File: src/hdl/pfs_lane.sv
// ----------------------------------------------------------------------------
// pfs_lane
// one factor lane: registered q8.8 by q8.8 product
// ----------------------------------------------------------------------------
module pfs_lane (
	input  logic               clk,
	input  logic               en,
	input  logic signed [15:0] user_factor,
	input  logic signed [15:0] item_factor,
	output logic signed [31:0] product_s1
);

	always_ff @(posedge clk) begin
		if (en) begin
			product_s1 <= user_factor * item_factor;
		end
	end

endmodule

File: config.mk
export PLATFORM = sky130hd
export DESIGN_NAME = pfs_lane
export DESIGN_NICKNAME = d
export VERILOG_FILES = /design/src/hdl/pfs_lane.sv
export SDC_FILE = /design/constraint.sdc
export NUM_CORES = 1
export LEC_CHECK = 0
export BUFFER_PORTS_ARGS = -buffer_cell sky130_fd_sc_hd__buf_2
export CELL_PAD_IN_SITES_DETAIL_PLACEMENT = 1
export CELL_PAD_IN_SITES_GLOBAL_PLACEMENT = 1
export CORE_AREA = 3 3 151 153
export DETAILED_ROUTE_END_ITERATION = 10
export DIE_AREA = 0 0 154 156
export PLACE_DENSITY = 0.8
export SETUP_SLACK_MARGIN = 0.3
export SLEW_MARGIN = 0
export SYNTH_ARGS = -nofsm -noshare
export SYNTH_HDL_FRONTEND = slang
export SYNTH_SLANG_ARGS = --single-unit
File: constraint.sdc
create_clock -name clk -period 8.8 [get_ports clk]
set_input_delay 0.88 -clock clk [delete_from_list [all_inputs] [get_ports clk]]
set_output_delay 0.88 -clock clk [all_outputs]
set_load 0.05 [all_outputs]
## Word level (Yosys, flattened, before mapping)

Cells that the tools add are included.

- Register bits: 32
- Input port bits: 34
- Output and inout bits: 32

- Multiply operators: 1

Operators by type and width:

| operator | count |
|---|---|
| $mul 16x16->32 | 1 |

## Longest topological paths before layout

- Word-level depth: 1
- Depth in mapped cells: 23
- Depth with buffers taken out: 21

## Least setup slack after synthesis

OpenSTA, ideal clock, no wires.

- Path type: input to register
- From: input port user_factor[15]
- To: register product_s1[29], data pin
- Arrival time: 6253 ps
- Path slack: 2288 ps
- Stages on the path: 20
- Path through: clkbuf_1 -> nand2_1 -> inv_1 -> fa_1 -> fa_1 -> fa_1 -> fa_1 -> fa_1 -> inv_1 -> fa_1 -> inv_1 -> ha_1 -> a21oi_1 -> nor2_1 -> o21a_1 -> or4_1 -> o2111ai_1 -> nand2b_1 -> a21oi_1 -> xnor2_1

- Longest elaborated chain between the ends: 1

Ends and longest elaborated chain:

| element | line | text |
|---|---|---|
| from (decl) | 8 | `input logic signed [15:0] user_factor,` |
| $mul 16x16->32 | 15 | `product_s1 <= user_factor * item_factor;` |
| to (signal assigned) | 15 |  |
| to (decl) | 10 | `output logic signed [31:0] product_s1` |

Every way passes these cells.
A chain may end at the register's enable or synchronous reset.

## Worst setup path after layout

- From: input port item_factor[1]
- To: register product_s1[31], data pin

- Longest elaborated chain between the ends: 1

Ends and longest elaborated chain:

| element | line | text |
|---|---|---|
| from (decl) | 9 | `input logic signed [15:0] item_factor,` |
| $mul 16x16->32 | 15 |  |

Every way passes these cells.

==> impl_metrics.toml <==
[drt]
wire_per_inst_um = 19.5
totalWireLength_um = 28100
drc = 0
ant_nets = 0
vias = 7754
drt_iter0_markers = 327
first_pass_iters = 4
viasPerCell = 5.37

[worst_setup_path]
slowest_stage = "fa_1"
worst-path-buf-inv = 4
crit_type = "in2reg"
cp.arrival_ps = 6810
cp_common_cell = "fa_1"
path_cells = "buf_2, nand2_1, inv_1, fa_1, fa_1, fa_1, fa_1, fa_1, inv_1, fa_1, inv_1, ha_1, and3_1, and2_2, nand3_1, o31ai_1, o2111ai_1, o21ai_0, xnor2_1"
worst_path_largest_cell_delay_ps = 850
path_max_fanout = 16
cp.depth = 19
startpoint_type = "input port"
required_ps = 8830
crit_path_end_kind = "flop"
crit_family = "adder cells"

[sta]
rsz0062_at_grt = "no"
slew_viol_final = 0
slew_headroom_pct = 49.2
setup_viol = 0
hold_viol_final = 0
fmax_mhz = 147
period_minus_slack_ps = 6790
tns_ps = 0
fin_crit_sh_pct = 77.1
tightestPinTransition_ps = 762

[die]
chipWidth_um = 154
initial_core_util_pct = 50.2
ioPinCount = 66
die_y_um = 156
rows = 54
die_area_mm2 = 0.0240
core_mm2 = 0.0217

[synthesis]
postSynthAreaPerCell_um2 = 9.65
yosysWarnings = 0
ys_types = 49
seq_area_frac_synth_pct = 8.83
ys_async_sr_fraction_pct = 0
synth_top_area_share_pct = 48.2
syn_nets = 1505
syn_area_mm2 = 0.0109
ys_top_cells_by_area = "fa_1 (48%), inv_1 (10%), ha_1 (9.4%)"
syn_inst = 1127
synth-edff-count = 32
synth_ff_type = "edfxtp_1"
synth-seq-cells = 32
yosysTopAreaCell = "fa_1"

[final_layout]
layout-drive-gt1-share_pct = 6.96
regMostFlops = "product_s1"
fin_nets = 1541
syn2layout_area_growth_pct = 6.34
largest_register_ffs = 32
n_antenna_cell = 0
reg_top3 = "product_s1: 32 flops"

[global_route]
overflow = 0
track_usage_pct = 24.5
grt_pass1_vias = 9166
grt_start_max_net_pins = 33
grt_pass1_wl_um = 46100
antenna_found_initial = 0

[status]
outcome = "complete, no violations"

[cts]
h-tree-depth = 2
cts_sinks = 32
cts_inserted_buffers = 5
clk_pin_slew_ps = 50
cts_root_buffer = "clkbuf_16"
cts_resized = 0
cts_tree = "yes"
cts_buffer_depth = 2
cts_hold_buffers = 0
postCtsSetupRepairBufs = 0

[min_path]
whs_path_depth = 2
worstHoldPathType = "in2reg"

[placed_design]
place_congestion = 0.840
io_buffers = 65
dpl.hpwl_um = 23500

[flow_run]
cap_violations = 0
-- layout make-up --
class | instances | area (um2)
clock buffers | 5 | 125
clock inverters | 3 | 37.5
fillers | 2522 | 10100
inverters | 292 | 1100
multi-input cells | 767 | 8670
flip-flops and latches | 32 | 961
well taps | 280 | 350
repair buffers | 65 | 325
-- cell usage in the layout, fill, tap and decap left out, types with 25 or more instances in the layout --
| master | synthesis | layout |
|---|---|---|
| a21oi_1 | 26 | 26 |
| nand2_1 | 132 | 132 |
| and2_1 | 123 | 123 |
| xnor2_1 | 31 | 31 |
| inv_1 | 292 | 292 |
| edfxtp_1 | 32 | 32 |
| ha_1 | 82 | 82 |
| buf_2 | 2 | 65 |
| fa_1 | 262 | 262 |
| nor2_1 | 25 | 25 |
-- logic make-up (layout without fill, tap and decap cells) --
kind of cell	count (synthesis)	count (layout)	synth area share, %
adders and majority gates	344	344	57.6
AOI/OAI and AO/OA	77	77	4.91
and+or+nand+nor	311	311	14.3
DFF	32	32	8.83
buffers and inverters	328	365	11.4
xor gates and xnor gates	35	35	2.82
-- cells in the mapped netlist (2+ instances only) --
cell type	count
o21ai_0	12
o21a_1	4
a21o_1	6
o211ai_1	6
nand2b_1	4
nand2_1	132
nand3_1	8
o211a_1	2
clkbuf_1	31
o31ai_1	3
a41o_1	2
ha_1	82
inv_1	292
xnor2_1	31
a21oi_1	26
nor2_1	25
nor3_1	4
nand4_1	2
o21bai_1	4
a311oi_1	2
or3_1	2
edfxtp_1	32
fa_1	262
xor2_1	4
nand3b_1	2
buf_2	2
and2_1	123
-- metrics by stage --
stage | instance area (um2) | setup WS (ps) | hold slack [ps] | utilization (%) | cells
5_1_grt | 11600 | 1730 | 1180 | 53.3 | 1444
6_report | 11600 | 2010 | 1190 | 53.3 | 1444
4_1_cts | 11600 | 1990 | 1180 | 53.3 | 1444
2_1_floorplan | 10900 | 2290 | 992 | - | 1127
3_5_place_dp | 11400 | 1740 | 1420 | 52.6 | 1436
3_3_place_gp | 11400 | 1960 | 1420 | 52.6 | 1436
-- worst paths after layout --
check / start / endpoint / slack, ps
worst max-delay path: item_factor[1] / product_s1[31]$_DFFE_PP_ / 2010
worst min-delay path: item_factor[0] / product_s1[0]$_DFFE_PP_ / 1190
-- layer usage --
| metal | part of all wire [%] | GRT usage (%) |
|---|---|---|
| met2 | 57 | 47.4 |
| met4 | 4.5 | 9.76 |
| met3 | 3.0 | 2.64 |
| met5 | 0 | 0 |
| met1 | 36 | 27.3 |
Power is not shown: default switching activity piles up to over one toggle a cycle in this logic, so the estimate is an artifact.
