--- config.mk ---
export PLATFORM = sky130hd
export DESIGN_NAME = pfs_merge
export DESIGN_NICKNAME = d
export VERILOG_FILES = /design/src/hdl/pfs_pkg.sv /design/src/hdl/pfs_merge.sv
export SDC_FILE = /design/constraint.sdc
export NUM_CORES = 1
export LEC_CHECK = 0
export BUFFER_PORTS_ARGS = -buffer_cell sky130_fd_sc_hd__buf_4
export CAP_MARGIN = 5
export CORE_MARGIN = 10
export CORE_UTILIZATION = 48
export DETAILED_ROUTE_END_ITERATION = 6
export GPL_ROUTABILITY_DRIVEN = 0
export PLACE_DENSITY = 0.82
export SETUP_SLACK_MARGIN = 0.02
export SYNTH_ARGS = -nofsm -noshare
export SYNTH_HDL_FRONTEND = slang
export SYNTH_SLANG_ARGS = --single-unit
--- constraint.sdc ---
create_clock -name clk -period 0.8 [get_ports clk]
set_clock_uncertainty 0.2 [all_clocks]
set_input_delay 0.16 -clock clk [delete_from_list [all_inputs] [get_ports clk]]
set_output_delay 0.16 -clock clk [all_outputs]
set_load 0.005 [all_outputs]
--- src/hdl/pfs_pkg.sv ---
// ----------------------------------------------------------------------------
// pfs_pkg
// shared types and constants of the priced factor score top-n ranker
// ----------------------------------------------------------------------------
package pfs_pkg;

	// request modes
	localparam logic [1:0] MODE_START = 2'd0;
	localparam logic [1:0] MODE_CAND  = 2'd1;
	localparam logic [1:0] MODE_READ  = 2'd2;

	// register indexes
	localparam logic [1:0] REG_GLOBAL_MEAN = 2'd0;
	localparam logic [1:0] REG_PENALTY     = 2'd1;
	localparam logic [1:0] REG_SCORE_KIND  = 2'd2;

	// score kinds
	localparam logic KIND_MF  = 1'b0;
	localparam logic KIND_BPR = 1'b1;

	// exact accumulator width: four q16.16 products plus a shifted q8.8 offset
	localparam int ACC_W = 36;
	// q8.8 offset: three summed terms minus the penalty
	localparam int OFS_W = 20;

	typedef struct packed {
		logic [1:0]         mode;
		logic [15:0]        item_id;
		logic               skip;
		logic               item_trained;
		logic               user_trained;
		logic signed [15:0] bias;
		logic [15:0]        amount;
		logic signed [15:0] fallback_rating;
		logic signed [15:0] factor0;
		logic signed [15:0] factor1;
		logic signed [15:0] factor2;
		logic signed [15:0] factor3;
	} pfs_in_t;

	typedef struct packed {
		logic [5:0]         rank;
		logic [15:0]        chosen_item;
		logic signed [31:0] score;
		logic               occupied;
		logic               last;
	} pfs_out_t;

	// one position of the ranked list
	typedef struct packed {
		logic               filled;
		logic [15:0]        item;
		logic signed [31:0] score;
	} pfs_entry_t;

	// control broadcast to every list cell
	typedef struct packed {
		logic               clear;
		logic               insert;
		logic               rotate;
		logic signed [31:0] score;
		logic [15:0]        item;
	} pfs_cell_ctrl_t;

	typedef enum logic {
		ST_IDLE,
		ST_READ
	} pfs_state_t;

endpackage

--- src/hdl/pfs_merge.sv ---
// ----------------------------------------------------------------------------
// pfs_merge
// sums the lane products, when use_dot_s1 is set, with the offset and saturates to q16.16
// ----------------------------------------------------------------------------
module pfs_merge #(
	parameter int FACTORS = 4
) (
	input  logic                             clk,
	input  logic                             arst_n,
	input  logic                             valid_s1,
	input  logic signed [31:0]               product_s1 [FACTORS],
	input  logic                             use_dot_s1,
	input  logic signed [pfs_pkg::OFS_W-1:0] offset_s1,
	input  logic [15:0]                      item_s1,
	output logic                             valid_s2,
	output logic signed [31:0]               score_s2,
	output logic [15:0]                      item_s2
);
	import pfs_pkg::*;

	localparam logic signed [ACC_W-1:0] SAT_HI = ACC_W'(64'sh7FFF_FFFF);
	localparam logic signed [ACC_W-1:0] SAT_LO = -ACC_W'(64'sh8000_0000);

	logic signed [ACC_W-1:0] dot;
	logic signed [ACC_W-1:0] acc;
	logic signed [31:0]      sat;

	always_comb begin
		dot = '0;
		for (int i = 0; i < FACTORS; i++) begin
			dot = dot + ACC_W'(product_s1[i]);
		end
		acc = (use_dot_s1 ? dot : '0) + (ACC_W'(offset_s1) <<< 8);
		if (acc > SAT_HI) begin
			sat = 32'sh7FFF_FFFF;
		end else if (acc < SAT_LO) begin
			sat = 32'sh8000_0000;
		end else begin
			sat = acc[31:0];
		end
	end

	always_ff @(posedge clk or negedge arst_n) begin
		if (!arst_n) begin
			valid_s2 <= 1'b0;
		end else begin
			valid_s2 <= valid_s1;
		end
	end

	always_ff @(posedge clk) begin
		if (valid_s1) begin
			score_s2 <= sat;
			item_s2  <= item_s1;
		end
	end

endmodule

Yosys cells after proc, flatten, opt, wreduce, memory -nomap -nowiden
Cells that the tools add are included.

Register bits after elaboration: 49. Output and inout bits: 49. Logic and storage cells: 11.

Add/subtract/negate cells: 4. $lt $le $gt $ge: 2. Multiplexer cells: 2.

Operator list (count): 36-bit adder (1); 36-bit by 32-bit > comparator with 1-bit output (second input constant) (1); 36-bit by 32-bit less-than comparator with 1-bit output (second input constant) (1); 36-bit 2-to-1 mux (1); 34-bit by 32-bit adder with 35-bit output (1); 33-bit by 32-bit adder with 34-bit output (1); 32-bit by 32-bit adder with 33-bit output (1); 32-bit 2-to-1 mux (1).

Logic depth before layout (Yosys ltp)
Depth in word-level cells: 7. Depth in mapped cells: 27.

Worst setup path after synthesis
Ideal clock, no wire load.

Kind: input to register. Start: input port product_s1[1] in the netlist's numbering. End: register score_s2[5], data pin. Library setup time: 0.180 ns. Data arrival time: 5.929 ns. Required time: 0.420 ns. Slack: -5.509 ns. Cell stages on the path: 27. Path buffers: 2. Cells stage by stage: inv_1 fa_1 fa_1 inv_1 ha_1 fa_1 a211oi_1 o21bai_1 a2111oi_2 o21a_1 o21ai_0 o21a_1 o41ai_1 xor2_1 nor2_1 ha_1 clkbuf_1 a21o_1 o21bai_1 a221o_1 a21oi_1 o21ai_0 xor2_1 nand2_1 o31a_1 buf_6 o41ai_2.

Longest elaborated chain between the ends: 5.

Ends and longest elaborated chain: from (decl) (line pfs_merge.sv:11) `input logic signed [31:0] product_s1 [FACTORS],`; 34-bit by 32-bit adder with 35-bit output * (line pfs_merge.sv:31) `dot = dot + ACC_W'(product_s1[i]);`; 36-bit 2-to-1 mux * (line pfs_merge.sv:33) `acc = (use_dot_s1 ? dot : '0) + (ACC_W'(offset_s1) <<< 8);`; 36-bit adder * (line pfs_merge.sv:33); 36-bit by 32-bit less-than comparator with 1-bit output (line pfs_merge.sv:36) `end else if (acc < SAT_LO) begin`; 32-bit 2-to-1 mux (line pfs_merge.sv:36); to (signal assigned) (line pfs_merge.sv:53) `score_s2 <= sat;`; to (decl) (line pfs_merge.sv:16) `output logic signed [31:0] score_s2,`.

Mark *: on every way between the ends. The rest lies on a longest branch, timed or not. A chain may end at the register's enable or synchronous reset.

Final worst setup path
Start: input port product_s1[65] in the netlist's numbering. End: register score_s2[21], data pin.

Longest elaborated chain between the ends: 7.

Ends and longest elaborated chain (line): 32-bit by 32-bit adder with 33-bit output * (pfs_merge.sv:31); 33-bit by 32-bit adder with 34-bit output * (pfs_merge.sv:31); 34-bit by 32-bit adder with 35-bit output * (pfs_merge.sv:31); 36-bit 2-to-1 mux * (pfs_merge.sv:33); 36-bit adder * (pfs_merge.sv:33); 36-bit by 32-bit less-than comparator with 1-bit output (pfs_merge.sv:36); 32-bit 2-to-1 mux (pfs_merge.sv:36).

Marked as above.

==> out/qor.yml <==
timing:
  post-route-period-util: 7.97
  setup_viol: 81
  setup_ws_ps: -5580
  rsz0062_at_grt: "yes"
  timing.slew.headroom: 0.724
  worstMarginPinSlew_ps: 404
  fin_crit_ps: 6380
  hold_viol_final: 17
  maxSlewViolCount: 0
  timing.hold.ws_ps: -156
  fmax_ghz: 0.157
  tns_ps: -191660
power:
  power_frac_seq: 0.136
  power.leakage_uw: 0.00566
  power-per-cell-area_nw_per_um2: 3310
  sw_frac_of_total: 0.424
  pwr-share-comb: 0.796
  pwr-share-clk: 0.067
  intPower_uw: 20600
  power_switching_uw: 15100
  power_uw: 35700
  peakVddDrop_mv: 2.02
setup_path:
  crit_cells: 29
  worstSetupStartpointType: "primary input"
  cp_max_fo: 8
  crit_family: "compound AO/OA/AOI/OAI gates"
  worst_path_largest_cell_delay_ps: 530
  worstPathArrival_ps: 6300
  cp_data_required_time_ps: 720
  cp_slowest_cell: "fa_1"
  end_kind: "register"
  critical_path_class: "in -> reg"
  crit_buf_inv: 6
detailed_routing:
  drc: 0
  dr.pass1.iters: 5
  ant_nets: 0
  vias_per_cell: 5.37
  drtIter0Drc: 516
  wl_per_cell_um: 18.5
  totalWireLength_um: 24600
  vias: 7135
outcome:
  violations: "hold timing, setup timing"
  status: "complete, but fails checks"
global_routing:
  grt_pass1_vias: 7384
  antenna_found_initial: 1
  overflow: 0
  grt_pass1_wl_um: 35000
  grt_max_degree: 17
  track_usage: 0.227
min_path:
  hold_depth: 1
  hold_class: "in -> reg"
clock_network:
  path_clk_slew_ps: 80
  clockRootBuffer: "clkbuf_16"
  numCtsBuffers: 5
  postCtsHoldBufs: 1
  cts_num_sinks: 49
  cts_tree: "done"
  cts-htree-levels: 2
  cts_buffer_depth: 2
synth:
  synth.area.top_cells: "edfxtp_1 22%, fa_1 20%, ha_1 12%"
  synth-main-ff-cell: "edfxtp_1"
  syn-mean-instance-area_um2: 9.01
  yosys.area.top_type: "edfxtp_1"
  yosysUniqueCellTypes: 60
  synth_fa_ha_area_frac: 0.316
  syn-num-nets: 1028
  synth_top_family_by_area: "adder cells"
  synth_edf_count: 48
  ys_async_sr_fraction: 0.0204
  synth.area.mux_share: 0.00303
  synth_area_um2: 6610
  synth_top_area_share: 0.218
  synth-seq-cells: 49
  syn_inst: 733
  synth_warnings: 0
  seq_area_frac_synth: 0.222
  synth_xor_area_frac: 0.0530
  synth-simple-area-share: 0.0934
  synth_compound_gate_area_share: 0.207
place:
  dpl_cell_area_um2: 9900
  hpwl_um: 17500
  io_buffers: 216
cells_and_area:
  final_cell_area_um2: 10800
  syn_to_final_growth_pct: 63.4
  drive_above_1_share: 0.428
  fin_nets: 1446
die:
  core-area_um2: 13300
  fp-row-count: 42
  start_util: 0.495
  die_h_um: 137
  fp.dieArea_um2: 18900
  io_pins: 217
  die_w_um: 137
run:
  maxCapViolCount: 0
metal layers:
metal	GRT usage	vias up	wire [um]
met5	0	-	0
met4	0.0948	0	1280
met3	0.0426	103	1850
met2	0.428	403	12900
met1	0.241	3321	8650
li1	-	3308	-
per-stage QoR:
| step | setup slack [ps] | hold WS, ps | util | instances |
|---|---|---|---|---|
| floorplan | -5110 | -336 | - | 733 |
| global placement | -5470 | -255 | 0.741 | 1300 |
| detailed placement | -5830 | -257 | 0.741 | 1300 |
| CTS | -5310 | -156 | 0.779 | 1322 |
| global route | -5770 | -162 | 0.809 | 1329 |
| finish | -5580 | -156 | 0.809 | 1329 |
cell families after synthesis:
logic type | Yosys count
buffers and inverters | 184
adders and majority gates | 127
muxes | 2
AOI/OAI and AO/OA | 199
xor gates and xnor gates | 40
and+or+nand+nor | 132
DFF | 49
worst paths after layout:
check	start	endpoint	slack [ps]
min in group asynchronous	arst_n	valid_s2	0
min	item_s1[7]	item_s2[7]	-160
max in group asynchronous	arst_n	valid_s2	320
max	product_s1[65]	score_s2[21]	-5580
placed cells by master (no fill, tap or decap), types with 6 or more instances in the layout:
cell type and n:
nand3_1 9, a21oi_1 35, nand2b_1 7, o21a_1 12, buf_4 361, fa_1 65
ha_1 57, buf_12 8, o21ai_0 11, o21ai_2 11, a211oi_1 7, inv_2 6
nor2_1 48, a31oi_1 6, o21bai_1 8, buf_6 46, edfxtp_1 48, a21o_1 34
o21ai_1 22, nor3_2 6, xor2_1 25, nor3_1 11, nand2_1 25, inv_1 167
xnor2_1 15
repair_timing:
action | 4_1_cts | 5_1_grt
resized for setup | 59 | 82
cloned | 4 | 0
setup buffers | 9 | 8
pin swaps | 14 | 36
setup endpoints to repair | 81 | 81
endpoints found under the hold margin | 17 | 16
power groups by stage:
stage                     Clock (uW)  Combinational (uW)  Sequential [uW]
after global routing            2500               30500             4930
after global placement             0               20900             4590
after CTS                       2340               24900             4650
final                           2410               28400             4870
after detailed placement           0               21800             4630
after floorplan                    0               11800             4730
synthesized netlist by cell type, types with 3 or more instances:
master and count:
o31ai_1 6, fa_1 66, a211oi_1 9, o21a_1 12, nor2_1 48, or2_2 4
o21ai_1 3, a221o_1 4, and2_1 5, nor3_1 16, o211ai_1 4, nand3_1 9
inv_1 174, nor4_1 3, a21o_1 34, and3_1 5, o21bai_1 9, a31oi_1 7
xnor2_1 15, nand2b_1 7, nand2_1 26, edfxtp_1 48, ha_1 61, o21ai_0 45
xor2_1 25, clkbuf_1 5, a21oi_1 38
registers in the layout (all words and copies together) (netlist names):
register / cells
item_s2: 16
valid_s2: 1
score_s2: 32
area by class of cell:
class	count	area [um^2]
clock inverters	3	41.3
flip-flops and latches	49	1470
inverters	174	661
clock buffers	5	125
repair buffers	421	3520
multi-input cells	500	4760
fillers	761	2550
well taps	176	220
diodes	1	2.50
Power figures use the tool's default switching activity.
