<file path="config.mk">
export PLATFORM = sky130hd
export DESIGN_NAME = pfs_cell
export DESIGN_NICKNAME = d
export VERILOG_FILES = /design/src/hdl/pfs_pkg.sv /design/src/hdl/pfs_cell.sv
export SDC_FILE = /design/constraint.sdc
export NUM_CORES = 1
export LEC_CHECK = 0
export BUFFER_PORTS_ARGS = -buffer_cell sky130_fd_sc_hd__buf_2
export CORE_UTILIZATION = 30
export DETAILED_ROUTE_END_ITERATION = 6
export GPL_TIMING_DRIVEN = 1
export MAX_ROUTING_LAYER = met4
export PLACE_DENSITY_LB_ADDON = 0.3
export SYNTH_ARGS = -nofsm -noshare
export SYNTH_HDL_FRONTEND = slang
export SYNTH_SLANG_ARGS = --single-unit
</file>
<file path="constraint.sdc">
create_clock -name clk -period 9.9 [get_ports clk]
set_clock_uncertainty 0.05 [all_clocks]
set_input_delay 2.475 -clock clk [delete_from_list [all_inputs] [get_ports clk]]
set_output_delay 2.475 -clock clk [all_outputs]
set_load 0.01 [all_outputs]
</file>
<file path="src/hdl/pfs_pkg.sv">
// ----------------------------------------------------------------------------
// pfs_pkg
// shared types and constants of the priced factor score top-n ranker
// ----------------------------------------------------------------------------
package pfs_pkg;

	// request modes
	localparam logic [1:0] MODE_START = 2'd0;
	localparam logic [1:0] MODE_CAND  = 2'd1;
	localparam logic [1:0] MODE_READ  = 2'd2;

	// register indexes
	localparam logic [1:0] REG_GLOBAL_MEAN = 2'd0;
	localparam logic [1:0] REG_PENALTY     = 2'd1;
	localparam logic [1:0] REG_SCORE_KIND  = 2'd2;

	// score kinds
	localparam logic KIND_MF  = 1'b0;
	localparam logic KIND_BPR = 1'b1;

	// exact accumulator width: four q16.16 products plus a shifted q8.8 offset
	localparam int ACC_W = 36;
	// q8.8 offset: three summed terms minus the penalty
	localparam int OFS_W = 20;

	typedef struct packed {
		logic [1:0]         mode;
		logic [15:0]        item_id;
		logic               skip;
		logic               item_trained;
		logic               user_trained;
		logic signed [15:0] bias;
		logic [15:0]        amount;
		logic signed [15:0] fallback_rating;
		logic signed [15:0] factor0;
		logic signed [15:0] factor1;
		logic signed [15:0] factor2;
		logic signed [15:0] factor3;
	} pfs_in_t;

	typedef struct packed {
		logic [5:0]         rank;
		logic [15:0]        chosen_item;
		logic signed [31:0] score;
		logic               occupied;
		logic               last;
	} pfs_out_t;

	// one position of the ranked list
	typedef struct packed {
		logic               filled;
		logic [15:0]        item;
		logic signed [31:0] score;
	} pfs_entry_t;

	// control broadcast to every list cell
	typedef struct packed {
		logic               clear;
		logic               insert;
		logic               rotate;
		logic signed [31:0] score;
		logic [15:0]        item;
	} pfs_cell_ctrl_t;

	typedef enum logic {
		ST_IDLE,
		ST_READ
	} pfs_state_t;

endpackage

</file>
<file path="src/hdl/pfs_cell.sv">
// ----------------------------------------------------------------------------
// pfs_cell
// compare-shift cell of the ascending top-n list
// ----------------------------------------------------------------------------
module pfs_cell (
	input  logic                    clk,
	input  logic                    arst_n,
	input  pfs_pkg::pfs_cell_ctrl_t ctrl,
	input  pfs_pkg::pfs_entry_t     up,
	input  logic                    up_hit,
	output pfs_pkg::pfs_entry_t     entry_q,
	output logic                    hit
);
	import pfs_pkg::*;

	pfs_entry_t nxt;

	// the list is ascending, so hits form a run from position zero upward
	assign hit = ctrl.insert && (ctrl.score > entry_q.score);

	always_comb begin
		nxt = entry_q;
		if (ctrl.clear) begin
			nxt = '0;
		end else if (ctrl.rotate) begin
			nxt = up;
		end else if (ctrl.insert) begin
			if (up_hit) begin
				nxt = up;
			end else if (hit) begin
				nxt.filled = 1'b1;
				nxt.item   = ctrl.item;
				nxt.score  = ctrl.score;
			end
		end
	end

	always_ff @(posedge clk or negedge arst_n) begin
		if (!arst_n) begin
			entry_q <= '0;
		end else begin
			entry_q <= nxt;
		end
	end

endmodule

</file>
* After elaboration in Yosys (flattened, before gate mapping) *
Index checks and enable logic that the tools add are counted.

storage, ports and cells
  bits in registers = 49
  output and inout bits = 50
  input port bits = 103
  word-level logic and storage cells = 13

operators by class
  reduce and logical (&&, ||, !) cells = 4
  order comparisons = 1
  mux-type cells = 5

operator list
  cell                 number
  49-bit 2-to-1 mux    5
  32-bit > comparator  1
  4-bit nonzero test   1
  3-bit nonzero test   1
  2-bit AND reduction  1
  1-bit logical AND    1

* Depth between registers and ports, before layout *
Gate-level depths: netlist of run 1.

  depth in word-level cells = 7
  gate-level depth with buffers = 11
  mapped depth without buffers = 9

* Worst setup path before layout of run 1 *
OpenSTA, ideal clock, no wires.

  path kind = input -> output
  start = input port ctrl[26] (netlist name)
  end = output port hit
  required time = 7.375 ns
  stages = 7
  data arrival time = 4.100 ns
  slack = 3.275 ns
  cells stage by stage = ha_1 and4_1 or4b_1 o221a_1 o21ai_2 xor2_1 nor2_1

on the way
  longest elaborated chain between the ends = 2

ends and longest elaborated chain
  what                 RTL line        source
  start: declaration   pfs_cell.sv:8   input pfs_pkg::pfs_cell_ctrl_t ctrl,
  32-bit > comparator  pfs_cell.sv:19  assign hit = ctrl.insert && (ctrl.score > entry_q.score);
  1-bit logical AND    pfs_cell.sv:19
  end: declaration     pfs_cell.sv:12  output logic hit

Every way passes these cells.

* Worst setup path after layout of run 1 *
  start = input port ctrl[47] (netlist name)
  end = output port hit

Same word-level chain as after synthesis.

==> results of run 1 <==
## critical path: stages
cell and delay [ns]:
buf_2 0.11, ha_1 0.40, nand4_1 0.20, nor4_2 0.37, nand4_1 0.26, o41ai_2 0.47
nor2_1 0.10, buf_2 0.15
## kinds of logic after synthesis
| family | after synthesis | synth area share |
|---|---|---|
| AO/OA/AOI/OAI | 75 | 0.125 |
| XOR/XNOR | 1 | 0.00257 |
| adder cells (fa/ha/maj) | 32 | 0.117 |
| buffers and inverters | 54 | 0.0696 |
| flip-flops | 49 | 0.359 |
| multiplexers | 49 | 0.173 |
| AND/OR/NAND/NOR | 125 | 0.153 |
## area by class of cell
| type | count | area (um^2) |
|---|---|---|
| Clock buffer | 7 | 143 |
| Fill cell | 1132 | 6580 |
| Inverter | 33 | 124 |
| Multi-Input combinational cell | 282 | 1960 |
| Sequential cell | 49 | 1230 |
| Tap cell | 140 | 175 |
| Timing Repair Buffer | 154 | 776 |
## stage by stage
| stage | setup slack (ns) | total power (W) | util |
|---|---|---|---|
| floorplan | 3.28 | 0.000354 | - |
| global placement | 2.81 | 0.000422 | 0.388 |
| detailed placement | 2.80 | 0.000426 | 0.388 |
| CTS | 2.79 | 0.000602 | 0.401 |
| global route | 2.63 | 0.000632 | 0.401 |
| finish | 2.84 | 0.000590 | 0.401 |
## cell usage in the layout, fill, tap and decap left out
master / Yosys / layout
nor4b_2: 1 / 1
nand3_1: 4 / 4
o221a_1: 1 / 1
o21ai_2: 2 / 1
a2bb2oi_1: 1 / 1
a22oi_1: 1 / 1
nor4_2: 1 / 1
nor2_4: 0 / 1
mux2_2: 39 / 39
nand4_1: 4 / 4
nand2b_1: 1 / 1
buf_4: 3 / 2
ha_1: 32 / 32
o21ai_0: 2 / 2
nor2_1: 5 / 4
inv_1: 33 / 33
clkbuf_16: 0 / 5
or4b_1: 1 / 1
or2_2: 1 / 1
and2_0: 1 / 1
and4_1: 1 / 1
a21oi_1: 60 / 60
nand2_1: 105 / 105
o21ai_4: 0 / 1
a221oi_1: 1 / 1
a221o_1: 1 / 1
mux2_4: 10 / 10
buf_2: 0 / 152
clkbuf_8: 0 / 1
clkbuf_1: 15 / 1
o21a_1: 1 / 1
a21boi_0: 1 / 1
o41ai_2: 1 / 1
a211oi_1: 1 / 1
a21o_1: 2 / 2
dfrtp_1: 49 / 49
xor2_1: 1 / 1
## where the power goes
group          leakage (nW)  total, W  internal, W  switching (W)
Clock                0.0700  0.000170    0.0000994      0.0000710
Combinational          1.61  0.000183    0.0000877      0.0000957
Sequential            0.636  0.000236     0.000222      0.0000142
Total                  2.32  0.000590     0.000409       0.000181
## per-layer routing
layer | GRT usage | routed length, um | vias up
li1 | - | - | 1573
met1 | 0.213 | 4280 | 1456
met2 | 0.259 | 4200 | 94
met3 | 0.0275 | 530 | 5
met4 | 0.0241 | 31 | 0
met5 | - | 0 | -
## how the worst max path moves through the flow
stage	cells past startpoint	slack, ns	end
global placement	8	2.81	hit
CTS	8	2.79	hit
finish	8	2.84	hit
floorplan	7	3.28	hit
detailed placement	8	2.80	hit
global route	8	2.63	hit
==> flow_summary.yaml, run 1 <==
run_status:
  status: "finished clean"
sta:
  slew_headroom: 0.175
  fin_crit_sh: 0.713
  setup_viol: 0
  timing.final.crit_period_ns: 7.06
  slew_violations: 0
  tightest_slew_ns: 1.23
  tns_ns: 0
  rsz0062_at_grt: "false"
  clock.fmax_ghz: 0.142
  holdWs_ns: 0.452
  hold_viol: 0
global_routing:
  grt_overflow: 0
  grt_use_total: 0.160
  grt_pass1_wl_mm: 14.4
  grt_pass1_vias: 2957
  grt_max_degree: 51
  antenna_found_initial: 0
die:
  die_w_um: 109
  core_area_um2: 11000
  dieArea_um2: 11800
  pin_count: 153
  initial_utilization: 0.311
  die_h_um: 109
  rows: 38
setup_path:
  cp-start-kind: "input pin"
  critPathKind: "in -> out"
  timing.rr.start: "entry_q[31]"
  timing.rr.end: "entry_q[17]"
  reg2regPathDepth: 10
  startpoint: "ctrl[47]"
  worstPathRequired_ns: 7.38
  worstPathArrival_ns: 4.54
  ff2ff_setup_slack_ns: 6.16
  end_kind: "primary output"
  worst-path-max-fanout: 5
clock_network:
  clk_path_buf_depth: 2
  clkTransAtPathRegs_ns: 0.06
  numCtsBuffers: 5
  insertion_delay_ns: 0.28
  clock-sinks: 49
  htreeDepth: 2
  postCtsHoldBufs: 0
  post_cts_resized: 0
  postCtsSetupBuffers: 0
  cts_root_buf: "clkbuf_16"
  cts_tree: "built"
routing:
  wirelength_mm: 9.04
  vias: 3128
  drcViolationCount: 0
  vias_per_cell: 4.70
  drt_iter0_markers: 87
  antenna_left: 0
  drt-pass1-iter-count: 4
  wl_per_cell_um: 13.6
placement:
  dp_hpwl_mm: 6.47
  port_buffers: 152
  numPlacedInstances: 658
  dpl_cell_area_um2: 4270
  place_congestion: 0.768
layout:
  drive_above_1_share: 0.411
  largest_reg_flops: 49
  finalNetCount: 660
  largest_registers: "entry_q x49"
  final_area_um2: 4410
  largest_register: "entry_q"
  finalNonFillerCells: 665
  syn_to_final_growth_pct: 29.1
  antennaDiodeCount: 0
synth:
  ys_top_cells_by_area: "dfrtp_1, mux2_2, ha_1"
  async_flop_share: 1.00
  yosysWarningCount: 0
  synth_common_cells: "nand2_1, a21oi_1, dfrtp_1, mux2_2, inv_1"
  seq_area_frac_synth: 0.359
  synth_top_cell_by_area: "dfrtp_1"
  syn_avg_cell_area_um2: 8.87
  synth_ff_type: "dfrtp_1"
  yosys.area.top_type_share: 0.359
  syn_nets: 520
  synth_edf_count: 0
  synth_cells: 385
  synth_cell_types: 35
  syn_area_um2: 3410
  synth-seq-cells: 49
  yosysMostFrequentCell: "nand2_1"
power_and_ir_drop:
  vdd_drop_max_mv: 0.0619
  power_leakage_nw: 2.32
  power.density_nw_per_um2: 134
worst_hold_path:
  worstHoldStart: "entry_q[48]"
  min_path_cells: 1
  whs_endpoint: "entry_q[48]"
  min_path_type: "reg -> reg"
job:
  maxCapViolations: 0
(Power assumes the default switching activity.)
==> inputs of run 2 (changes only) <==
==> constraint.sdc (replaced) <==
create_clock -name clk -period 7.3 [get_ports clk]
set_clock_uncertainty 0.05 [all_clocks]
set_input_delay 1.825 -clock clk [delete_from_list [all_inputs] [get_ports clk]]
set_output_delay 1.825 -clock clk [all_outputs]
set_load 0.01 [all_outputs]
==> run 2 against run 1 <==
  * Die area unchanged
  * Largest power group unchanged
  * Non-clock buffer count did not move
  * Clock power up 36%
  * Register-to-register slack got worse by 2.6 ns
  * Sequential share of layout area unchanged
==> flow_summary.yaml, run 2 (same netlist as run 1, synthesis figures left out) <==
run_status:
  status: "finished clean"
die:
  dieArea_um2: 11800
  pin_count: 153
  die_h_um: 109
  die_w_um: 109
  rows: 38
  initial_utilization: 0.311
  core_area_um2: 11000
clock_network:
  postCtsHoldBufs: 0
  post_cts_resized: 0
  insertion_delay_ns: 0.28
  postCtsSetupBuffers: 0
  clock-sinks: 49
  numCtsBuffers: 5
  clkTransAtPathRegs_ns: 0.06
  cts_tree: "built"
  htreeDepth: 2
  clk_path_buf_depth: 2
  cts_root_buf: "clkbuf_16"
layout:
  ff_latch_area_um2: 1230
  largest_reg_flops: 49
  drive_above_1_share: 0.411
  antennaDiodeCount: 0
  layout_commonest_cell: "buf_2"
  final_cell_mix: "buf_2, nand2_1, a21oi_1"
  finalNetCount: 660
  largest_registers: "entry_q x49"
  syn_to_final_growth_pct: 29.1
  num-fill-cells: 1138
  multi_input_comb_area_um2: 1960
  largest_register: "entry_q"
setup_path:
  worstPathRequired_ns: 5.43
  path_cells: "buf_2 -> ha_1 -> nand4_1 -> nor4_2 -> nand4_1 -> o41ai_2 -> nor2_1 -> buf_2"
  critical-path-max-stage-delay_ns: 0.48
  reg2regPathDepth: 10
  timing.rr.start: "entry_q[31]"
  cp-start-kind: "input pin"
  critPathTopFamily: "simple AND/OR/NAND/NOR gates"
  path_buf_inv: 2
  ff2ff_setup_slack_ns: 3.53
  worst-path-max-fanout: 5
  worstPathArrival_ns: 3.91
  cp_slowest_cell: "o41ai_2"
  timing.rr.end: "entry_q[43]"
  end_kind: "primary output"
  critPathKind: "in -> out"
power_and_ir_drop:
  p_seq_frac: 0.400
  p_int_w: 0.000555
  swShare: 0.307
  clockPowerShare: 0.288
  vdd_drop_max_mv: 0.0861
  power_leakage_nw: 2.32
  combPwrFrac: 0.312
  switching_power_w: 0.000246
  power.density_nw_per_um2: 182
sta:
  slew_violations: 0
  holdWs_ns: 0.452
  slew_headroom: 0.174
  tightest_slew_ns: 1.24
  tns_ns: 0
  setup_viol: 0
  timing.final.crit_period_ns: 5.79
  rsz0062_at_grt: "false"
  fin_crit_sh: 0.793
  clock.fmax_ghz: 0.173
  hold_viol: 0
routing:
  vias_per_cell: 4.77
  wirelength_mm: 9.18
  antenna_left: 0
  drt-pass1-iter-count: 4
  vias: 3173
  wl_per_cell_um: 13.8
  drcViolationCount: 0
  drt_iter0_markers: 92
global_routing:
  antenna_found_initial: 0
  grt_overflow: 0
  grt_pass1_wl_mm: 14.5
  grt_pass1_vias: 2966
  grt_max_degree: 51
  grt_use_total: 0.160
worst_hold_path:
  min_path_cells: 1
  worstHoldStart: "entry_q[48]"
  whs_endpoint: "entry_q[48]"
  min_path_type: "reg -> reg"
placement:
  dp_hpwl_mm: 6.48
  port_buffers: 152
  place_congestion: 0.768
job:
  maxCapViolations: 0
==> run 2: cell counts in the layout (fill, tap and decap cells not counted) <==
No cell type changed its count.
==> run 2: per-stage QoR <==
| step | util | cell area, um^2 | setup slack [ns] | total power, W | cells |
|---|---|---|---|---|---|
| 6_report | 0.401 | 4410 | 1.51 | 0.000801 | 665 |
| 3_3_place_gp | 0.388 | 4270 | 1.51 | 0.000572 | 658 |
| 3_5_place_dp | 0.388 | 4270 | 1.49 | 0.000578 | 658 |
| 5_1_grt | 0.401 | 4410 | 1.34 | 0.000859 | 665 |
| 2_1_floorplan | - | 3410 | 1.98 | 0.000480 | 385 |
| 4_1_cts | 0.401 | 4410 | 1.47 | 0.000816 | 665 |
==> run 2: metal layers <==
metal  part of all wire  GRT usage  wire, um
met4             0.0033     0.0241        30
met1               0.47      0.212      4270
met3              0.059     0.0281       543
met5                  0          -         0
met2               0.47      0.262      4340
==> run 2: area by class of cell <==
cell class                      instances  area share
Sequential cell                        49       0.278
Timing Repair Buffer                  154       0.176
Inverter                               33      0.0281
Tap cell                              140      0.0397
Multi-Input combinational cell        282       0.446
Clock buffer                            7      0.0324
==> run 2: power by group through the flow <==
stage | Sequential [W] | Clock, W | Combinational (W)
final | 0.000321 | 0.000231 | 0.000250
after global routing | 0.000324 | 0.000254 | 0.000280
after CTS | 0.000321 | 0.000242 | 0.000254
after detailed placement | 0.000326 | 0 | 0.000252
after global placement | 0.000324 | 0 | 0.000248
after floorplan | 0.000338 | 0 | 0.000141
==> run 2: how the worst max path moves through the flow <==
stage	slack, ns	depth (start not counted)	start	endpoint
global route	1.34	8	ctrl[47]	hit
detailed placement	1.49	8	ctrl[47]	hit
global placement	1.51	8	ctrl[47]	hit
floorplan	1.98	7	ctrl[26]	hit
CTS	1.47	8	ctrl[47]	hit
finish	1.51	8	ctrl[47]	hit
